--- config.mk ---
export PLATFORM = sky130hd
export DESIGN_NAME = yuv_subsampled_to_bgr_line
export DESIGN_NICKNAME = d
export VERILOG_FILES = /design/src/hdl/ysb_pkg.sv /design/src/hdl/ysb_front.sv /design/src/hdl/ysb_fifo.sv /design/src/hdl/ysb_back.sv /design/src/hdl/yuv_subsampled_to_bgr_line.sv
export SDC_FILE = /design/constraint.sdc
export NUM_CORES = 1
export LEC_CHECK = 0
export BUFFER_PORTS_ARGS = -buffer_cell sky130_fd_sc_hd__buf_2
export CAP_MARGIN = 20
export CORE_MARGIN = 2
export CORE_UTILIZATION = 45
export CTS_CLUSTER_DIAMETER = 40
export CTS_CLUSTER_SIZE = 28
export DETAILED_ROUTE_END_ITERATION = 12
export MAX_ROUTING_LAYER = met4
export PLACE_DENSITY_LB_ADDON = 0.12
export RECOVER_POWER = 100
export SLEW_MARGIN = 20
export SYNTH_ARGS = -nofsm -noshare
export SYNTH_HDL_FRONTEND = slang
export SYNTH_SLANG_ARGS = --single-unit
--- constraint.sdc ---
create_clock -name clk -period 7.4 [get_ports clk]
set_clock_uncertainty 0.2 [all_clocks]
set_input_delay 0.37 -clock clk [delete_from_list [all_inputs] [get_ports clk]]
set_output_delay 0.37 -clock clk [all_outputs]
set_load 0.02 [all_outputs]
--- src/hdl/ysb_pkg.sv ---
// Shared types and constants for the subsampled YCbCr line to BGR converter.
// No dependencies.
`timescale 1ns / 1ps

package ysb_pkg;

	typedef logic [7:0] sample_t;

	// One group as the back end needs it: own chroma, neighbours' chroma, lumas
	typedef struct packed {
		sample_t [3:0] luma;
		sample_t       prev_cr;
		sample_t       cb;
		sample_t       cr;
		sample_t       next_cb;
		sample_t       next_cr;
		logic          last;
		logic          mode;
	} job_t;

	localparam logic MODE_422 = 1'b0;
	localparam logic MODE_411 = 1'b1;

	localparam int unsigned REG_FORMAT_MODE = 0;

	// BT.601 integer matrix
	localparam logic signed [19:0] K_Y  = 20'sd298;
	localparam logic signed [19:0] K_BU = 20'sd516;
	localparam logic signed [19:0] K_GU = 20'sd100;
	localparam logic signed [19:0] K_GV = 20'sd208;
	localparam logic signed [19:0] K_RV = 20'sd409;

endpackage

--- src/hdl/ysb_front.sv ---
// Front end: takes groups, holds one group back for chroma look-ahead and
// issues group jobs to the queue. Depends on ysb_pkg.
`timescale 1ns / 1ps

module ysb_front (
	input  logic              clk,
	input  logic              arst_n,
	input  logic              mode,
	input  logic              in_valid,
	output logic              in_ready,
	input  ysb_pkg::sample_t  chroma_u,
	input  ysb_pkg::sample_t  chroma_v,
	input  ysb_pkg::sample_t  luma_a,
	input  ysb_pkg::sample_t  luma_b,
	input  ysb_pkg::sample_t  luma_c,
	input  ysb_pkg::sample_t  luma_d,
	input  logic              last_group,
	output logic              push_valid,
	input  logic              push_ready,
	output ysb_pkg::job_t     push_job
);

	logic                        held_q;
	ysb_pkg::sample_t            held_cb_q;
	ysb_pkg::sample_t            held_cr_q;
	ysb_pkg::sample_t [3:0]      held_y_q;
	ysb_pkg::sample_t            earlier_cr_q;
	logic                        pend_valid_q;
	ysb_pkg::job_t               pend_job_q;

	logic                        accept;
	ysb_pkg::sample_t            ecr_new;
	ysb_pkg::job_t               job_held;
	ysb_pkg::job_t               job_last;

	assign in_ready = !pend_valid_q && push_ready;
	assign accept   = in_valid && in_ready;
	assign ecr_new  = held_q ? held_cr_q : chroma_v;

	always_comb begin
		job_held.luma    = held_y_q;
		job_held.prev_cr = earlier_cr_q;
		job_held.cb      = held_cb_q;
		job_held.cr      = held_cr_q;
		job_held.next_cb = chroma_u;
		job_held.next_cr = chroma_v;
		job_held.last    = 1'b0;
		job_held.mode    = mode;

		job_last.luma    = {luma_d, luma_c, luma_b, luma_a};
		job_last.prev_cr = ecr_new;
		job_last.cb      = chroma_u;
		job_last.cr      = chroma_v;
		job_last.next_cb = chroma_u;
		job_last.next_cr = chroma_v;
		job_last.last    = 1'b1;
		job_last.mode    = mode;
	end

	// a line's last group arriving behind a held one needs a second slot
	assign push_valid = pend_valid_q || (accept && (held_q || last_group));

	always_comb begin
		if (pend_valid_q) begin
			push_job = pend_job_q;
		end else if (held_q) begin
			push_job = job_held;
		end else begin
			push_job = job_last;
		end
	end

	always_ff @(posedge clk or negedge arst_n) begin
		if (!arst_n) begin
			held_q       <= 1'b0;
			pend_valid_q <= 1'b0;
			earlier_cr_q <= '0;
		end else begin
			if (pend_valid_q && push_ready) begin
				pend_valid_q <= 1'b0;
			end
			if (accept) begin
				earlier_cr_q <= ecr_new;
				if (last_group) begin
					held_q <= 1'b0;
					if (held_q) begin
						pend_valid_q <= 1'b1;
					end
				end else begin
					held_q <= 1'b1;
				end
			end
		end
	end

	always_ff @(posedge clk) begin
		if (accept) begin
			pend_job_q <= job_last;
			if (!last_group) begin
				held_cb_q <= chroma_u;
				held_cr_q <= chroma_v;
				held_y_q  <= {luma_d, luma_c, luma_b, luma_a};
			end
		end
	end

endmodule

--- src/hdl/ysb_fifo.sv ---
// Short job queue between front and back end.
// Depends on ysb_pkg.
`timescale 1ns / 1ps

module ysb_fifo #(
	parameter int unsigned DEPTH = 4
) (
	input  logic          clk,
	input  logic          arst_n,
	input  logic          push_valid,
	output logic          push_ready,
	input  ysb_pkg::job_t push_job,
	output logic          head_valid,
	input  logic          pop,
	output ysb_pkg::job_t head_job
);

	localparam int unsigned PTR_W = (DEPTH > 1) ? $clog2(DEPTH) : 1;
	localparam int unsigned CNT_W = $clog2(DEPTH + 1);

	ysb_pkg::job_t     mem_q [DEPTH];
	logic [PTR_W-1:0]  wr_ptr_q;
	logic [PTR_W-1:0]  rd_ptr_q;
	logic [CNT_W-1:0]  count_q;
	logic              do_wr;
	logic              do_rd;

	assign push_ready = (count_q != CNT_W'(DEPTH));
	assign head_valid = (count_q != '0);
	assign head_job   = mem_q[rd_ptr_q];
	assign do_wr      = push_valid && push_ready;
	assign do_rd      = pop && head_valid;

	always_ff @(posedge clk or negedge arst_n) begin
		if (!arst_n) begin
			wr_ptr_q <= '0;
			rd_ptr_q <= '0;
			count_q  <= '0;
		end else begin
			if (do_wr) begin
				wr_ptr_q <= (wr_ptr_q == PTR_W'(DEPTH - 1)) ? '0 : wr_ptr_q + 1'b1;
			end
			if (do_rd) begin
				rd_ptr_q <= (rd_ptr_q == PTR_W'(DEPTH - 1)) ? '0 : rd_ptr_q + 1'b1;
			end
			if (do_wr && !do_rd) begin
				count_q <= count_q + 1'b1;
			end else if (do_rd && !do_wr) begin
				count_q <= count_q - 1'b1;
			end
		end
	end

	always_ff @(posedge clk) begin
		if (do_wr) begin
			mem_q[wr_ptr_q] <= push_job;
		end
	end

endmodule

--- src/hdl/ysb_back.sv ---
// Back end: walks the pixels of each group job, interpolates chroma and
// runs the BT.601 matrix through a short pipeline. Depends on ysb_pkg.
`timescale 1ns / 1ps

module ysb_back (
	input  logic              clk,
	input  logic              arst_n,
	input  logic              head_valid,
	input  ysb_pkg::job_t     head_job,
	output logic              pop,
	output logic              out_valid,
	input  logic              out_ready,
	output ysb_pkg::sample_t  blue,
	output ysb_pkg::sample_t  green,
	output ysb_pkg::sample_t  red,
	output logic              line_end
);

	function automatic ysb_pkg::sample_t clamp_px(input logic signed [19:0] x);
		logic signed [19:0] sh;
		sh = x >>> 8;
		if (sh < 0) begin
			return 8'd0;
		end else if (sh > 20'sd255) begin
			return 8'd255;
		end
		return sh[7:0];
	endfunction

	logic                 en;
	logic [1:0]           idx_q;
	logic [1:0]           idx_max;
	logic                 grp_done;

	ysb_pkg::sample_t     sel_y;
	ysb_pkg::sample_t     sel_cb;
	ysb_pkg::sample_t     sel_cr;

	logic                 valid_s1;
	ysb_pkg::sample_t     y_s1;
	ysb_pkg::sample_t     cb_s1;
	ysb_pkg::sample_t     cr_s1;
	logic                 end_s1;

	logic                 valid_s2;
	logic signed [19:0]   ty_s2;
	logic signed [19:0]   bu_s2;
	logic signed [19:0]   gu_s2;
	logic signed [19:0]   gv_s2;
	logic signed [19:0]   rv_s2;
	logic                 end_s2;

	logic                 out_valid_q;
	ysb_pkg::sample_t     blue_q;
	ysb_pkg::sample_t     green_q;
	ysb_pkg::sample_t     red_q;
	logic                 line_end_q;

	logic signed [9:0]    y_off;
	logic signed [9:0]    cb_off;
	logic signed [9:0]    cr_off;

	ysb_pkg::sample_t     u0;
	ysb_pkg::sample_t     v0;
	ysb_pkg::sample_t     un;
	ysb_pkg::sample_t     vn;
	ysb_pkg::sample_t     pv;
	logic [9:0]           u3;
	logic [9:0]           un3;
	logic [9:0]           v3;

	// whole pipeline advances together; output register holds while stalled
	assign en       = !out_valid_q || out_ready;
	assign idx_max  = (head_job.mode == ysb_pkg::MODE_411) ? 2'd3 : 2'd1;
	assign grp_done = (idx_q == idx_max);
	assign pop      = en && head_valid && grp_done;

	assign u0  = head_job.cb;
	assign v0  = head_job.cr;
	assign un  = head_job.next_cb;
	assign vn  = head_job.next_cr;
	assign pv  = head_job.prev_cr;
	assign u3  = {1'b0, u0, 1'b0} + {2'b00, u0};
	assign un3 = {1'b0, un, 1'b0} + {2'b00, un};
	assign v3  = {1'b0, v0, 1'b0} + {2'b00, v0};

	always_comb begin
		sel_y  = head_job.luma[idx_q];
		sel_cb = u0;
		sel_cr = v0;
		if (head_job.mode == ysb_pkg::MODE_422) begin
			if (idx_q == 2'd0) begin
				if (head_job.last) begin
					sel_cr = 8'({1'b0, pv[7:1]} + {1'b0, v0[7:1]});
				end else begin
					sel_cr = 8'(({1'b0, pv} + {1'b0, v0}) >> 1);
				end
			end else if (!head_job.last) begin
				sel_cb = 8'(({1'b0, u0} + {1'b0, un}) >> 1);
			end
		end else begin
			case (idx_q)
				2'd0: begin
					sel_cr = 8'({1'b0, pv[7:1]} + {1'b0, v0[7:1]});
				end
				2'd1: begin
					sel_cb = 8'({1'b0, u3[9:2]} + {3'b000, un[7:2]});
					sel_cr = 8'({3'b000, pv[7:2]} + {1'b0, v3[9:2]});
				end
				2'd2: begin
					sel_cb = 8'({1'b0, u0[7:1]} + {1'b0, un[7:1]});
				end
				default: begin
					sel_cb = 8'({3'b000, u0[7:2]} + {1'b0, un3[9:2]});
					sel_cr = 8'({1'b0, v3[9:2]} + {3'b000, vn[7:2]});
				end
			endcase
		end
	end

	assign y_off  = signed'({2'b00, y_s1})  - 10'sd16;
	assign cb_off = signed'({2'b00, cb_s1}) - 10'sd128;
	assign cr_off = signed'({2'b00, cr_s1}) - 10'sd128;

	always_ff @(posedge clk or negedge arst_n) begin
		if (!arst_n) begin
			idx_q       <= '0;
			valid_s1    <= 1'b0;
			valid_s2    <= 1'b0;
			out_valid_q <= 1'b0;
		end else if (en) begin
			valid_s1    <= head_valid;
			valid_s2    <= valid_s1;
			out_valid_q <= valid_s2;
			if (head_valid) begin
				idx_q <= grp_done ? 2'd0 : idx_q + 2'd1;
			end
		end
	end

	always_ff @(posedge clk) begin
		if (en) begin
			y_s1   <= sel_y;
			cb_s1  <= sel_cb;
			cr_s1  <= sel_cr;
			end_s1 <= head_job.last && grp_done;

			ty_s2  <= 20'(y_off)  * ysb_pkg::K_Y;
			bu_s2  <= 20'(cb_off) * ysb_pkg::K_BU;
			gu_s2  <= 20'(cb_off) * ysb_pkg::K_GU;
			gv_s2  <= 20'(cr_off) * ysb_pkg::K_GV;
			rv_s2  <= 20'(cr_off) * ysb_pkg::K_RV;
			end_s2 <= end_s1;

			blue_q     <= clamp_px(ty_s2 + bu_s2);
			green_q    <= clamp_px(ty_s2 - gu_s2 - gv_s2);
			red_q      <= clamp_px(ty_s2 + rv_s2);
			line_end_q <= end_s2;
		end
	end

	assign out_valid = out_valid_q;
	assign blue      = blue_q;
	assign green     = green_q;
	assign red       = red_q;
	assign line_end  = line_end_q;

endmodule

--- src/hdl/yuv_subsampled_to_bgr_line.sv ---
// Flow: a group's pixels come after the item that releases it is taken (its successor,
// or the group itself when it ends a line), through the queue, stages s1, s2 and the output
// register; behind a flushed held group a line's last group follows that group's pixels.
// Throughput: one pixel per cycle from the back end unless out_ready stalls it,
// so 2 pixels per 4:2:2 item and 4 per 4:1:1 item; a flush of two groups gives twice that.
// Reset: asynchronous; clears the held group, the queue and the pipeline, mode 4:2:2.
`timescale 1ns / 1ps

module yuv_subsampled_to_bgr_line #(
	parameter int unsigned QUEUE_DEPTH = 4
) (
	input  logic              clk,
	input  logic              arst_n,
	input  logic              psel,
	input  logic              penable,
	input  logic              pwrite,
	input  logic [2:0]        paddr,
	input  logic [31:0]       pwdata,
	output logic [31:0]       prdata,
	output logic              pready,
	input  logic              in_valid,
	output logic              in_ready,
	input  ysb_pkg::sample_t  chroma_u,
	input  ysb_pkg::sample_t  chroma_v,
	input  ysb_pkg::sample_t  luma_a,
	input  ysb_pkg::sample_t  luma_b,
	input  ysb_pkg::sample_t  luma_c,
	input  ysb_pkg::sample_t  luma_d,
	input  logic              last_group,
	output logic              out_valid,
	input  logic              out_ready,
	output ysb_pkg::sample_t  blue,
	output ysb_pkg::sample_t  green,
	output ysb_pkg::sample_t  red,
	output logic              line_end
);

	logic           format_mode_q;
	logic           reg_hit;
	logic           push_valid;
	logic           push_ready;
	ysb_pkg::job_t  push_job;
	logic           head_valid;
	logic           pop;
	ysb_pkg::job_t  head_job;

	assign pready  = 1'b1;
	assign reg_hit = (paddr[2] == 1'(ysb_pkg::REG_FORMAT_MODE));
	assign prdata  = reg_hit ? {31'd0, format_mode_q} : 32'd0;

	always_ff @(posedge clk or negedge arst_n) begin
		if (!arst_n) begin
			format_mode_q <= ysb_pkg::MODE_422;
		end else if (psel && penable && pwrite && reg_hit) begin
			format_mode_q <= pwdata[0];
		end
	end

	ysb_front u_front (
		.clk        (clk),
		.arst_n     (arst_n),
		.mode       (format_mode_q),
		.in_valid   (in_valid),
		.in_ready   (in_ready),
		.chroma_u   (chroma_u),
		.chroma_v   (chroma_v),
		.luma_a     (luma_a),
		.luma_b     (luma_b),
		.luma_c     (luma_c),
		.luma_d     (luma_d),
		.last_group (last_group),
		.push_valid (push_valid),
		.push_ready (push_ready),
		.push_job   (push_job)
	);

	ysb_fifo #(
		.DEPTH (QUEUE_DEPTH)
	) u_fifo (
		.clk        (clk),
		.arst_n     (arst_n),
		.push_valid (push_valid),
		.push_ready (push_ready),
		.push_job   (push_job),
		.head_valid (head_valid),
		.pop        (pop),
		.head_job   (head_job)
	);

	ysb_back u_back (
		.clk        (clk),
		.arst_n     (arst_n),
		.head_valid (head_valid),
		.head_job   (head_job),
		.pop        (pop),
		.out_valid  (out_valid),
		.out_ready  (out_ready),
		.blue       (blue),
		.green      (green),
		.red        (red),
		.line_end   (line_end)
	);

endmodule

* After elaboration in Yosys (flattened, before gate mapping)
Memories as Yosys holds them, arrays and structs flattened.
Index checks and enable logic that the tools add are counted.
** Word-level totals
- Bits of input ports :: 91
- RAM bits :: 296
- Output and inout bits :: 60
- Memories kept :: 1
- Flip-flop bits (word level) :: 270
- Logic and storage cells :: 154
** Operators by class
- Reduce and logical (&&, ||, !) cells :: 26
- Mux-type cells :: 45
- Bitwise gates (word level) :: 2
- Add/sub/neg operators :: 23
- Eq/ne operators :: 6
- $mul :: 5
- Magnitude comparators :: 7
** Memory list
- u_fifo.mem_q :: depth 4, width 74, read ports 1, clocked after Yosys merged registers in 0, write ports 1, RTL line ysb_fifo.sv:21 : ysb_pkg::job_t mem_q [DEPTH];
** Operator list (number)
- $mux 74 :: 2
- $mux 8 :: 17
- $pmux 8 s3 :: 2
- $add 20x20->20 :: 2
- $sub 20x20->20 :: 2
- $gt 12x9->1 const B :: 3
- $lt 12x1->1 const B :: 3
- $mul 9x9->18 const B :: 2
- $add 9x8->10 :: 3
- $mul 9x10->19 const B :: 1
- $add 8x8->9 :: 2
- $sub 8x8->9 const B :: 2
- $mux 1 :: 17
- $add 6x8->8 :: 2
- $add 7x7->8 :: 2
- $add 8x6->8 :: 2
- $bmux 8 s2 :: 1
- $mul 9x6->15 const B :: 1
- $logic_and 1x1->1 :: 14
- $mul 9x5->14 const B :: 1
- $sub 8x5->9 const B :: 1
- $mux 2 :: 4
- $add 2x1->2 const B :: 3
- $eq 2x2->1 const B :: 3
- 14 further kinds :: 22

* Logic depth before layout (Yosys ltp)
Gate-level depths: netlist of run 1.
- Depth in word-level cells :: 10
- Gate-level depth with buffers :: 23
- Depth with buffers taken out :: 21

* Hierarchy
A second synthesis of run 1 with hierarchy kept.
** Unflattened totals
- Cells, all modules :: 2209
- Area total of the unflattened synthesis :: 30740.7 sq um
** By module, submodules not included
- ysb_back :: times used 1, seq. area each 4028.9 sq um, area an instance 14340.0 sq um, cells an instance 1407
- ysb_fifo :: times used 1, seq. area each 9063.7 sq um, area an instance 11120.7 sq um, cells an instance 423
- ysb_front :: times used 1, seq. area each 3403.3 sq um, area an instance 4978.5 sq um, cells an instance 341
- yuv_subsampled_to_bgr_line :: times used 1, seq. area each 25.0 sq um, area an instance 301.5 sq um, cells an instance 38

* Worst setup path after synthesis of run 1
No wires, ideal clock.
- Path kind :: reg-to-reg
- Start :: register u_front.pend_valid_q
- End :: register u_front.held_cb_q[0], enable pin
- Data arrival time :: 5.604 ns
- Clock period less this slack :: 6.382 ns
- Buffers on the path :: 3
- Cell stages (with the launch flop) :: 5
- Slack :: 1.018 ns
- Required time :: 6.622 ns
- Setup time :: 0.578 ns
- Cells stage by stage :: dfrtp_1 -> clkbuf_1 -> clkbuf_1 -> clkbuf_1 -> nor4_1
** On the way
- Longest elaborated chain between the ends :: 4
** Ends and longest elaborated chain
- start: declaration :: RTL line ysb_front.sv:28 : logic pend_valid_q;
- start signal: assignment :: RTL line ysb_front.sv:76 : pend_valid_q <= 1'b0;
- start signal: assignment :: RTL line ysb_front.sv:80 : pend_valid_q <= 1'b0;
- start signal: assignment :: RTL line ysb_front.sv:87 : pend_valid_q <= 1'b1;
- $logic_not 1->1 :: RTL line ysb_front.sv:36 : assign in_ready = !pend_valid_q && push_ready;
- $logic_and 1x1->1 :: RTL line ysb_front.sv:36
- $logic_and 1x1->1 :: RTL line ysb_front.sv:37 : assign accept = in_valid && in_ready;
- $reduce_and 2->1 (no line)
- end signal: assignment :: RTL line ysb_front.sv:100 : held_cb_q <= chroma_u;
- end: declaration :: RTL line ysb_front.sv:24 : ysb_pkg::sample_t held_cb_q;
Every way passes these cells.
A chain may end at the register's enable or synchronous reset.

* Worst setup path after layout of run 1
- Start :: register u_front.pend_valid_q
- End :: memory u_fifo.mem_q[1][50] (netlist bit), enable pin
** On the way
- Longest elaborated chain between the ends :: 8
** Ends and longest elaborated chain
- $logic_not 1->1 :: RTL line ysb_front.sv:36
- $logic_and 1x1->1 :: RTL line ysb_front.sv:36
- $logic_and 1x1->1 :: RTL line ysb_front.sv:37
- $logic_and 1x1->1 :: RTL line ysb_front.sv:61 : assign push_valid = pend_valid_q || (accept && (held_q || last_group));
- $logic_or 1x1->1 (*) :: RTL line ysb_front.sv:61
- $logic_and 1x1->1 (*) :: RTL line ysb_fifo.sv:31 : assign do_wr = push_valid && push_ready;
- via u_fifo.do_wr :: RTL line ysb_fifo.sv:25 : logic do_wr;
- $mux 1 (*) :: RTL line ysb_fifo.sv:55 : if (do_wr) begin
- $mux 1 (implied by the code) (*) :: RTL line ysb_fifo.sv:56 : mem_q[wr_ptr_q] <= push_job;
- end: declaration :: RTL line ysb_fifo.sv:21
The timed path passes the listed nets; every way through them passes the cells marked *.

==> impl_metrics.csv, run 1 <==
group,metric,value,unit
run_status,status,"finished, violations left",
run_status,violations,"max-capacitance violations, max-slew violations",
synth,syn_area_per_cell,13.61,sq um
clock_tree,clock_latency_at_the_later_pin_of_the_worst_skew_pair,650,ps
sta,setup-tns-final,0,ps
placed_design,port-buffer-count,85,
routing,drc_errors,0,
clock_tree,postCtsSetupRepairBufs,0,
worst_setup_path,crit_family,"buffers and inverters",
routing,routed_via_density,5.294,
sta,maxSlewHeadroom,-128.6,%
worst_setup_path,slowest_stage,"sky130_fd_sc_hd__and2_0",
sta,fmax,0.1642,GHz
die,io_pins,151,
global_route,grt_antenna_before_repair,1,
global_route,wire_length_of_the_first_global_routing_pass,99.39,mm
sta,finalSetupViolations,0,
sta,timing.final.crit_share,82.28,%
synth,synth.distinct_cells,72,
routing,dr.pass1.iters,5,
sta,worstMarginPinSlew,3430,ps
routing,route.vias.total,17656,
clock_tree,cts_repair_resize_count,0,
placed_design,hpwlAfterDp,42.00,mm
worst_setup_path,critical_path.max_stage_delay,1620,ps
worst_setup_path,type_of_element_launching_the_critical_path,"flip-flop",
worst_setup_path,critical_path.n_buffers_inverters,2,
synth,synth_most_common_cell,"sky130_fd_sc_hd__edfxtp_1",
worst_setup_path,timing.critical_path.to_type,"flip-flop",
clock_tree,root_buffer,"sky130_fd_sc_hd__clkbuf_16",
synth,synthArstFlopShare,4.212,%
die,floorplan.die_area,68990,sq um
cells_and_area,area_delta_synth_final,15.75,%
die,placementRows,94,
synth,yosys_warnings,0,
synth,synth_edf_count,523,
synth,synth_top_cells_by_count,"sky130_fd_sc_hd__edfxtp_1, sky130_fd_sc_hd__ha_1, sky130_fd_sc_hd__inv_1, sky130_fd_sc_hd__nand2_1, sky130_fd_sc_hd__a21oi_1",
die,dieHeight,262.7,microns
die,initial_utilization,45.63,%
synth,synth_largest_area_cell,"sky130_fd_sc_hd__edfxtp_1",
sta,final_max_slew_viol_count,472,
synth,postSynth.topFlopCell,"sky130_fd_sc_hd__edfxtp_1",
synth,ys_top_cells_by_area,"sky130_fd_sc_hd__edfxtp_1, sky130_fd_sc_hd__ha_1, sky130_fd_sc_hd__mux4_2",
worst_setup_path,regToRegSetupSlack,1310,ps
worst_setup_path,worstReg2RegEnd,"u_fifo.mem_q[1][50]$_DFFE_PP_",
clock_tree,cts.path.max_buffers,3,
routing,detail-route-antenna-nets,0,
routing,first_iter_violations,909,
placed_design,place.gp.congestion,0.8605,
synth,post_synth_instance_area,30110,sq um
cells_and_area,insertedDiodeCount,0,
routing,route.detailed.wl_per_inst,18.54,microns
synth,netlist.area_leader.share,52.16,%
worst_setup_path,worstPathRequired,7430,ps
clock_tree,clock_tree.htree_level_count,3,
clock_tree,cts_tree,"done",
worst_setup_path,setup.worst_path.class,"flip-flop to flip-flop",
min_path,worst_hold_startpoint,"u_back.end_s1$_DFFE_PN_",
worst_setup_path,reg2reg_from,"u_front.pend_valid_q$_DFF_PN0_",
global_route,grt_start_max_net_pins,78,
synth,postSynthRegisterBits,546,
global_route,grtUsageTotal,18.87,%
cells_and_area,net_count_final,2830,
sta,final_period_minus_worst_setup_slack,6089,ps
global_route,grtUsageMet2,30.93,%
global_route,number_of_global_route_vias_before_repair,18286,
sta,hold_viol_final,0,
min_path,timing.hold.worst.class,"flip-flop to flip-flop",
min_path,timing.hold.worst_path_depth,0,
cells_and_area,layout-drive-gt1-share,11.53,%
die,die-width,262.7,microns
worst_setup_path,worst_r2r_path_depth,4,
die,floorplan_core_area,65980,sq um
global_route,globalRouteMet3Util,2.811,%
clock_tree,cts.clk_slew.worst_paths,50,ps
clock_tree,number_of_buffers_inserted_during_clock_tree_synthesis,88,
global_route,gr-usage-met1,24.07,%
routing,drt_wl_total,61.82,mm
worst_setup_path,worstPathCellList,"inv_1 -> a21oi_1 -> and2_0 -> clkbuf_2",
min_path,timing.hold.worst_endpoint,"u_back.end_s2$_DFFE_PN_",
synth,synth_sequential_area_ratio,54.07,%
synth,synthesis.instances,2212,
global_route,grt_remaining_overflow,0,
clock_tree,clock_sink_count,546,
global_route,grt_most_used_layer,"met2",
worst_setup_path,arrival,6120,ps
sta,grt_setup_unrepaired,"no",
job,max-cap-violations,14,
worst_setup_path,worst_path_maximum_fanout,48,
how the worst max path moves through the flow:
stage	from	to	cells after the start
after detailed placement	u_back.cr_s1[7]$_DFFE_PN_	u_back.rv_s2[18]$_DFFE_PN_	17
after global routing	u_front.pend_valid_q$_DFF_PN0_	u_fifo.mem_q[1][50]$_DFFE_PP_	4
final	u_front.pend_valid_q$_DFF_PN0_	u_fifo.mem_q[1][50]$_DFFE_PP_	4
after CTS	u_back.cr_s1[7]$_DFFE_PN_	u_back.rv_s2[18]$_DFFE_PN_	17
after global placement	u_back.cr_s1[7]$_DFFE_PN_	u_back.rv_s2[18]$_DFFE_PN_	17
after floorplan	u_front.pend_valid_q$_DFF_PN0_	u_front.held_cb_q[0]$_DFFE_PP_	4
metrics by stage:
step	utilization, %	setup WS, ps	std cells	hold slack [ps]	area, sq um
4_1_cts	53.10	1630	3334	65.28	35040
3_3_place_gp	47.62	1664	3119	203.5	31420
2_1_floorplan	-	1018	2242	-125.6	30220
6_report	52.82	1311	3335	221.7	34850
3_5_place_dp	47.62	1631	3119	215.6	31420
5_1_grt	52.82	677.7	3335	234.5	34850
cell usage in the layout, fill, tap and decap left out, types with 19 or more instances in the layout:
cell type	count
sky130_fd_sc_hd__nor3_1	31
sky130_fd_sc_hd__conb_1	32
sky130_fd_sc_hd__o21ai_0	112
sky130_fd_sc_hd__mux4_2	78
sky130_fd_sc_hd__o21bai_1	19
sky130_fd_sc_hd__xor2_1	36
sky130_fd_sc_hd__xnor2_1	80
sky130_fd_sc_hd__dlygate4sd3_1	53
sky130_fd_sc_hd__nand2_1	118
sky130_fd_sc_hd__edfxtp_1	523
sky130_fd_sc_hd__a21oi_1	113
sky130_fd_sc_hd__dfrtp_1	22
sky130_fd_sc_hd__a21o_1	39
sky130_fd_sc_hd__o21a_1	25
sky130_fd_sc_hd__ha_1	275
sky130_fd_sc_hd__clkbuf_16	88
sky130_fd_sc_hd__nor2b_1	32
sky130_fd_sc_hd__nor2_1	87
sky130_fd_sc_hd__fa_1	65
sky130_fd_sc_hd__mux2i_1	47
sky130_fd_sc_hd__inv_1	209
sky130_fd_sc_hd__clkbuf_1	91
worst register-to-register path, stage by stage (launching register included):
cell and delay (ps):
sky130_fd_sc_hd__dfrtp_1 1130, sky130_fd_sc_hd__inv_1 640, sky130_fd_sc_hd__a21oi_1 710, sky130_fd_sc_hd__and2_0 1620, sky130_fd_sc_hd__clkbuf_2 1340
cell type report:
class | count | area (sq um)
fill | 5547 | 31130
inverter | 211 | 792.0
clock inverter | 67 | 829.5
tap | 864 | 1081
multi-input combinational | 1395 | 12650
timing repair buffer | 157 | 954.7
sequential | 546 | 16280
clock buffer | 95 | 2258
state kept, by name, indices dropped and copies added, names as in the netlist, 12 cells and up:
name / cells
u_fifo.mem_q: 288
u_back.bu_s2: 18
u_front.held_y_q: 32
u_front.pend_job_q: 57
u_back.rv_s2: 19
u_back.ty_s2: 18
u_back.gu_s2: 12
u_back.gv_s2: 12
layer usage:
layer	vias to the layer above	routed length, microns
met5	-	0
met4	0	1820
met3	113	2299
met2	311	29750
met1	8690	27940
li1	8542	-
logic make-up (layout without fill, tap and decap cells):
family          after synthesis  count (layout)  synth area share, %
flops                       546             546                54.07
compound gates              403             403                8.423
simple gates                346             346                5.415
fa+ha+maj                   340             340                15.75
buf+inv                     301             530                4.259
mux                         158             158                8.681
xor+xnor                    116             116                3.374
other cells                   2              32              0.02494
timing repair:
action                     in CTS  in global routing
setup endpoints to repair       0                  0
hold buffers                   53                  0
hold endpoints to repair      159                  0
Power of run 1 is not shown: default switching activity piles up to over one toggle a cycle in this logic, so the estimate is an artifact.
==> run 2: changes to the inputs <==
--- a/config.mk
+++ b/config.mk
@@ -5,6 +5,7 @@
 export SDC_FILE = /design/constraint.sdc
 export NUM_CORES = 1
 export LEC_CHECK = 0
+export ABC_AREA = 1
 export BUFFER_PORTS_ARGS = -buffer_cell sky130_fd_sc_hd__buf_2
 export CAP_MARGIN = 20
 export CORE_MARGIN = 2
==> constraint.sdc (replaced) <==
create_clock -name clk -period 6.2 [get_ports clk]
set_clock_uncertainty 0.2 [all_clocks]
set_input_delay 0.31 -clock clk [delete_from_list [all_inputs] [get_ports clk]]
set_output_delay 0.31 -clock clk [all_outputs]
set_load 0.02 [all_outputs]
==> impl_metrics.csv, run 2 <==
group,metric,value,unit
synth,synth_compound_area_share,11.26,%
clock_tree,clock_sink_count,546,
synth,ys_top_cells_by_area,"sky130_fd_sc_hd__edfxtp_1, sky130_fd_sc_hd__ha_1, sky130_fd_sc_hd__nand2_1",
worst_setup_path,timing.critical_path.to_type,"flip-flop",
global_route,grtUsageTotal,21.16,%
synth,synth.mux.area_fraction,0,%
worst_setup_path,worst_path_maximum_fanout,53,
synth,main_combinational_cell_family_by_area_after_synthesis,"adder cells",
synth,synth_top_cells_by_count,"sky130_fd_sc_hd__edfxtp_1, sky130_fd_sc_hd__nand2_1, sky130_fd_sc_hd__inv_1, sky130_fd_sc_hd__nor2_1, sky130_fd_sc_hd__ha_1",
sta,grt_setup_unrepaired,"no",
clock_tree,root_buffer,"sky130_fd_sc_hd__clkbuf_16",
sta,maxSlewHeadroom,-92.71,%
worst_setup_path,critical_path.max_stage_delay,1960,ps
synth,syn_area_per_cell,10.32,sq um
synth,synth_edf_count,523,
synth,post_synth_instance_area,31270,sq um
worst_setup_path,slowest_stage,"sky130_fd_sc_hd__clkbuf_1",
global_route,number_of_global_route_vias_before_repair,21487,
run_status,status,"finished, violations left",
cells_and_area,layout_commonest_cell,"sky130_fd_sc_hd__edfxtp_1",
die,placementRows,96,
synth,synth.distinct_cells,57,
routing,drt_wl_total,72.88,mm
die,initial_utilization,45.51,%
placed_design,place_inst,3981,
cells_and_area,finalNonFillerCells,4199,
cells_and_area,area_delta_synth_final,15.45,%
global_route,grt_antenna_before_repair,0,
global_route,grt_start_max_net_pins,78,
worst_setup_path,worstPathCellList,"clkinv_1 -> clkbuf_1 -> a21oi_1 -> inv_1 -> nor2_4 -> clkbuf_2",
job,max-cap-violations,7,
synth,synth_xor_area_share,2.945,%
routing,route.vias.total,21790,
synth,yosys.area_share.adder,15.17,%
routing,routed_via_density,5.189,
clock_tree,cts.path.max_buffers,3,
cells_and_area,layout-drive-gt1-share,6.732,%
die,floorplan.die_area,71610,sq um
sta,finalSetupViolations,0,
synth,synth_largest_area_cell,"sky130_fd_sc_hd__edfxtp_1",
cells_and_area,reg_top3,"u_fifo.mem_q (288), u_front.pend_job_q (57), u_front.held_y_q (32)",
worst_setup_path,worstPathRequired,6190,ps
routing,route.detailed.wl_per_inst,17.36,microns
die,floorplan_core_area,68710,sq um
cells_and_area,largest-register,"u_fifo.mem_q",
synth,synth_simple_gate_area_share,12.16,%
worst_setup_path,crit_family,"buffers and inverters",
routing,first_iter_violations,1359,
cells_and_area,largest_register_ffs,288,
routing,drc_errors,0,
synth,synth_sequential_area_ratio,52.07,%
worst_setup_path,critical_path.n_buffers_inverters,4,
min_path,timing.hold.worst.class,"input pin to flip-flop",
global_route,wire_length_of_the_first_global_routing_pass,114.7,mm
sta,worst_slack,937.6,ps
die,io_pins,151,
synth,synth_most_common_cell,"sky130_fd_sc_hd__edfxtp_1",
clock_tree,cts_tree,"done",
sta,fmax,0.1900,GHz
sta,final_max_slew_viol_count,320,
clock_tree,clock_latency_at_the_later_pin_of_the_worst_skew_pair,660,ps
sta,setup-tns-final,0,ps
die,die-width,267.6,microns
routing,dr.pass1.iters,6,
worst_setup_path,arrival,5250,ps
clock_tree,clock_tree.htree_level_count,3,
clock_tree,postCtsSetupRepairBufs,0,
sta,timing.final.crit_share,84.88,%
placed_design,place_worst_setup_slack,1086,ps
routing,detail-route-antenna-nets,0,
global_route,grt_remaining_overflow,0,
run_status,violations,"max-capacitance violations, max-slew violations",
synth,netlist.area_leader.share,50.23,%
sta,final_period_minus_worst_setup_slack,5262,ps
cells_and_area,final_cell_mix,"sky130_fd_sc_hd__edfxtp_1, sky130_fd_sc_hd__nand2_1, sky130_fd_sc_hd__inv_1",
synth,yosys_warnings,0,
worst_setup_path,setup.worst_path.class,"flip-flop to flip-flop",
cells_and_area,net_count_final,3626,
die,dieHeight,267.6,microns
synth,postSynthRegisterBits,546,
worst_setup_path,type_of_element_launching_the_critical_path,"flip-flop",
sta,hold_slack,220.0,ps
worst_setup_path,regToRegSetupSlack,940,ps
synth,synthArstFlopShare,4.212,%
synth,synthesis.instances,3029,
clock_tree,cts_repair_resize_count,0,
cells_and_area,insertedDiodeCount,0,
placed_design,port-buffer-count,85,
placed_design,hpwlAfterDp,50.20,mm
sta,worstMarginPinSlew,2891,ps
placed_design,place.gp.congestion,0.8791,
clock_tree,number_of_buffers_inserted_during_clock_tree_synthesis,86,
clock_tree,cts.clk_slew.worst_paths,70,ps
synth,postSynth.topFlopCell,"sky130_fd_sc_hd__edfxtp_1",
sta,hold_viol_final,0,
## run 2: metrics by stage
step                      util, %  area (sq um)
after floorplan                 -         31380
after global placement      47.48         32620
after detailed placement    47.48         32620
after CTS                   52.80         36270
after global routing        52.54         36100
final                       52.54         36100
## run 2: repair_timing
item	in CTS	in global routing
hold buffers	57	0
endpoints found under the setup margin	0	0
endpoints found under the hold margin	299	0
## run 2: final timing paths
check,start,end,cells past startpoint
setup / recovery,u_front.pend_valid_q$_DFF_PN0_,u_fifo.mem_q[2][13]$_DFFE_PP_,6
hold / removal,luma_d[2],u_front.pend_job_q[68]$_DFFE_PP_,2
setup reg to reg,u_front.pend_valid_q$_DFF_PN0_,u_fifo.mem_q[2][13]$_DFFE_PP_,6
hold reg to reg,u_back.end_s1$_DFFE_PN_,u_back.end_s2$_DFFE_PN_,0
max in group asynchronous,arst_n,u_fifo.rd_ptr_q[0]$_DFFE_PN0P_,4
min in group asynchronous,arst_n,u_fifo.count_q[0]$_DFFE_PN0P_,3
## run 2: kinds of logic (layout without fill, tap and decap cells)
group,after synthesis,in the layout
buf+inv,486,695
other cells,2,32
compound gates,623,623
flops,546,546
fa+ha+maj,340,340
simple gates,929,929
xor+xnor,103,103
## run 2: cell type report
class | instances | area (sq um)
inverter | 364 | 1384
fill | 6094 | 32610
sequential | 546 | 16290
timing repair buffer | 170 | 1079
clock buffer | 90 | 2188
tap | 931 | 1165
clock inverter | 71 | 897.1
multi-input combinational | 2027 | 13100
## run 2: metal layers
metal  up-vias  part of all wire (%)  track usage (%)  wire (microns)
met4         0                   2.0            5.058            1434
met3       105                   4.5            3.089            3273
met1     10405                    44            26.56           32170
met2       478                    49            36.15           36000
li1      10802                     -                -               -
met5         -                     0                -               0
Power of run 2 is left out for the same reason.
==> run 3: changes to the inputs <==
==> constraint.sdc (replaced) <==
create_clock -name clk -period 5.35 [get_ports clk]
set_clock_uncertainty 0.2 [all_clocks]
set_input_delay 0.2675 -clock clk [delete_from_list [all_inputs] [get_ports clk]]
set_output_delay 0.2675 -clock clk [all_outputs]
set_load 0.02 [all_outputs]
==> impl_metrics.csv, run 3 (synthesis gave the netlist of run 2 again) <==
group,metric,value,unit
worst_setup_path,setup.worst_path.class,"flip-flop to flip-flop",
cells_and_area,largest-register,"u_fifo.mem_q",
clock_tree,cts_tree,"done",
global_route,grt_most_used_layer,"met2",
min_path,timing.hold.worst.class,"input pin to flip-flop",
die,die-width,267.6,microns
routing,detail-route-antenna-nets,0,
global_route,grtUsageTotal,21.52,%
global_route,number_of_global_route_vias_before_repair,21607,
routing,drt_wl_total,74.03,mm
cells_and_area,finalCoreUtilization,52.36,%
routing,route.vias.total,21971,
routing,drc_errors,0,
worst_setup_path,worst_path_maximum_fanout,8,
sta,finalSetupViolations,0,
sta,hold_viol_final,0,
cells_and_area,reg_top3,"u_fifo.mem_q (288), u_front.pend_job_q (57), u_front.held_y_q (32)",
worst_setup_path,reg2reg_from,"u_back.y_s1[4]$_DFFE_PN_",
die,floorplan.die_area,71610,sq um
sta,setup-tns-final,0,ps
sta,worstMarginPinSlew,3354,ps
clock_tree,number_of_buffers_inserted_during_clock_tree_synthesis,84,
cells_and_area,layout-drive-gt1-share,6.661,%
routing,dr.pass1.iters,5,
worst_setup_path,worstPathRequired,5520,ps
min_path,worst_hold_startpoint,"chroma_v[1]",
sta,final_period_minus_worst_setup_slack,4903,ps
global_route,grt_start_max_net_pins,81,
die,io_pins,151,
routing,first_iter_violations,1568,
die,initial_utilization,45.51,%
placed_design,place.gp.congestion,0.8664,
clock_tree,cts.path.max_buffers,3,
cells_and_area,area_delta_synth_final,15.06,%
routing,route.detailed.wl_per_inst,17.61,microns
clock_tree,root_buffer,"sky130_fd_sc_hd__clkbuf_16",
clock_tree,hold_buffers,57,
worst_setup_path,timing.critical_path.to_type,"flip-flop",
global_route,grt_remaining_overflow,0,
cells_and_area,final_cell_mix,"sky130_fd_sc_hd__edfxtp_1, sky130_fd_sc_hd__nand2_1, sky130_fd_sc_hd__inv_1",
clock_tree,clock_sink_count,546,
clock_tree,cts_repair_resize_count,0,
job,max-cap-violations,8,
worst_setup_path,startpoint,"u_back.y_s1[4]$_DFFE_PN_",
cells_and_area,net_count_final,3635,
sta,maxSlewHeadroom,-123.6,%
sta,timing.final.crit_share,91.65,%
routing,routed_via_density,5.226,
global_route,wire_length_of_the_first_global_routing_pass,116.8,mm
die,dieHeight,267.6,microns
cells_and_area,insertedDiodeCount,0,
cells_and_area,layout_commonest_cell,"sky130_fd_sc_hd__edfxtp_1",
global_route,gr-usage-met1,27.50,%
sta,final_max_slew_viol_count,277,
global_route,grt_antenna_before_repair,0,
clock_tree,cts.clk_slew.worst_paths,50,ps
run_status,violations,"max-capacitance violations, max-slew violations",
placed_design,port-buffer-count,85,
die,placementRows,96,
run_status,status,"finished, violations left",
sta,grt_setup_unrepaired,"no",
global_route,globalRouteMet3Util,2.988,%
placed_design,hpwlAfterDp,51.31,mm
sta,fmax,0.2039,GHz
global_route,grtUsageMet2,35.49,%
worst_setup_path,arrival,5080,ps
clock_tree,clock_latency_at_the_later_pin_of_the_worst_skew_pair,650,ps
die,floorplan_core_area,68710,sq um
cells_and_area,largest_register_ffs,288,
clock_tree,clock_tree.htree_level_count,3,
worst_setup_path,type_of_element_launching_the_critical_path,"flip-flop",
clock_tree,postCtsSetupRepairBufs,0,
-- run 3: critical path: stages, from the launching register on --
cell                       delay [ps]
sky130_fd_sc_hd__edfxtp_1         350
sky130_fd_sc_hd__inv_1            180
sky130_fd_sc_hd__ha_1             220
sky130_fd_sc_hd__nand2_1          190
sky130_fd_sc_hd__inv_1            300
sky130_fd_sc_hd__ha_1             320
sky130_fd_sc_hd__ha_1             310
sky130_fd_sc_hd__inv_1             70
sky130_fd_sc_hd__fa_1             430
sky130_fd_sc_hd__fa_1             540
sky130_fd_sc_hd__inv_1             40
sky130_fd_sc_hd__ha_1             350
sky130_fd_sc_hd__nand2_1           90
sky130_fd_sc_hd__nor2_1            40
sky130_fd_sc_hd__a211oi_1         270
sky130_fd_sc_hd__o21ai_0          210
sky130_fd_sc_hd__a31oi_1          270
sky130_fd_sc_hd__o21ai_1          130
sky130_fd_sc_hd__xor2_1           150
-- run 3: through the flow --
step | std cells | hold slack [ps] | setup WS [ps] | area (sq um)
2_1_floorplan | 3059 | -228.1 | 457.1 | 31380
3_3_place_gp | 3992 | 113.5 | 498.9 | 32710
3_5_place_dp | 3992 | 124.6 | 458.6 | 32710
4_1_cts | 4204 | 120.6 | 456.0 | 36200
5_1_grt | 4204 | 184.4 | 72.46 | 35980
6_report | 4204 | 190.2 | 446.6 | 35980
-- run 3: final timing paths --
| path | endpoint | slack (ps) | depth (start not counted) |
|---|---|---|---|
| worst max-delay path | u_back.ty_s2[16]$_DFFE_PN_ | 450 | 18 |
| worst min-delay path | u_front.held_cr_q[1]$_DFFE_PP_ | 190 | 2 |
| worst max register to register | u_back.ty_s2[16]$_DFFE_PN_ | 450 | 18 |
| worst min register to register | u_back.line_end$_DFFE_PN_ | 230 | 0 |
| max in group asynchronous | u_fifo.rd_ptr_q[0]$_DFFE_PN0P_ | 2910 | 4 |
| min in group asynchronous | u_front.earlier_cr_q[7]$_DFFE_PN0P_ | 980 | 4 |
-- run 3: metal layers --
metal,up-vias,share of wire (%)
met3,126,4.2
met1,10496,44
met2,518,49
met5,-,0
met4,0,2.9
li1,10831,-
-- run 3: layout make-up --
cell class	count	area, sq um
clock inverters	63	752.0
repair buffers	181	1145
multi-input cells	2027	13090
clock buffers	92	2153
flip-flops and latches	546	16290
fillers	6161	32730
well taps	931	1165
inverters	364	1385
Power of run 3 is left out for the same reason.
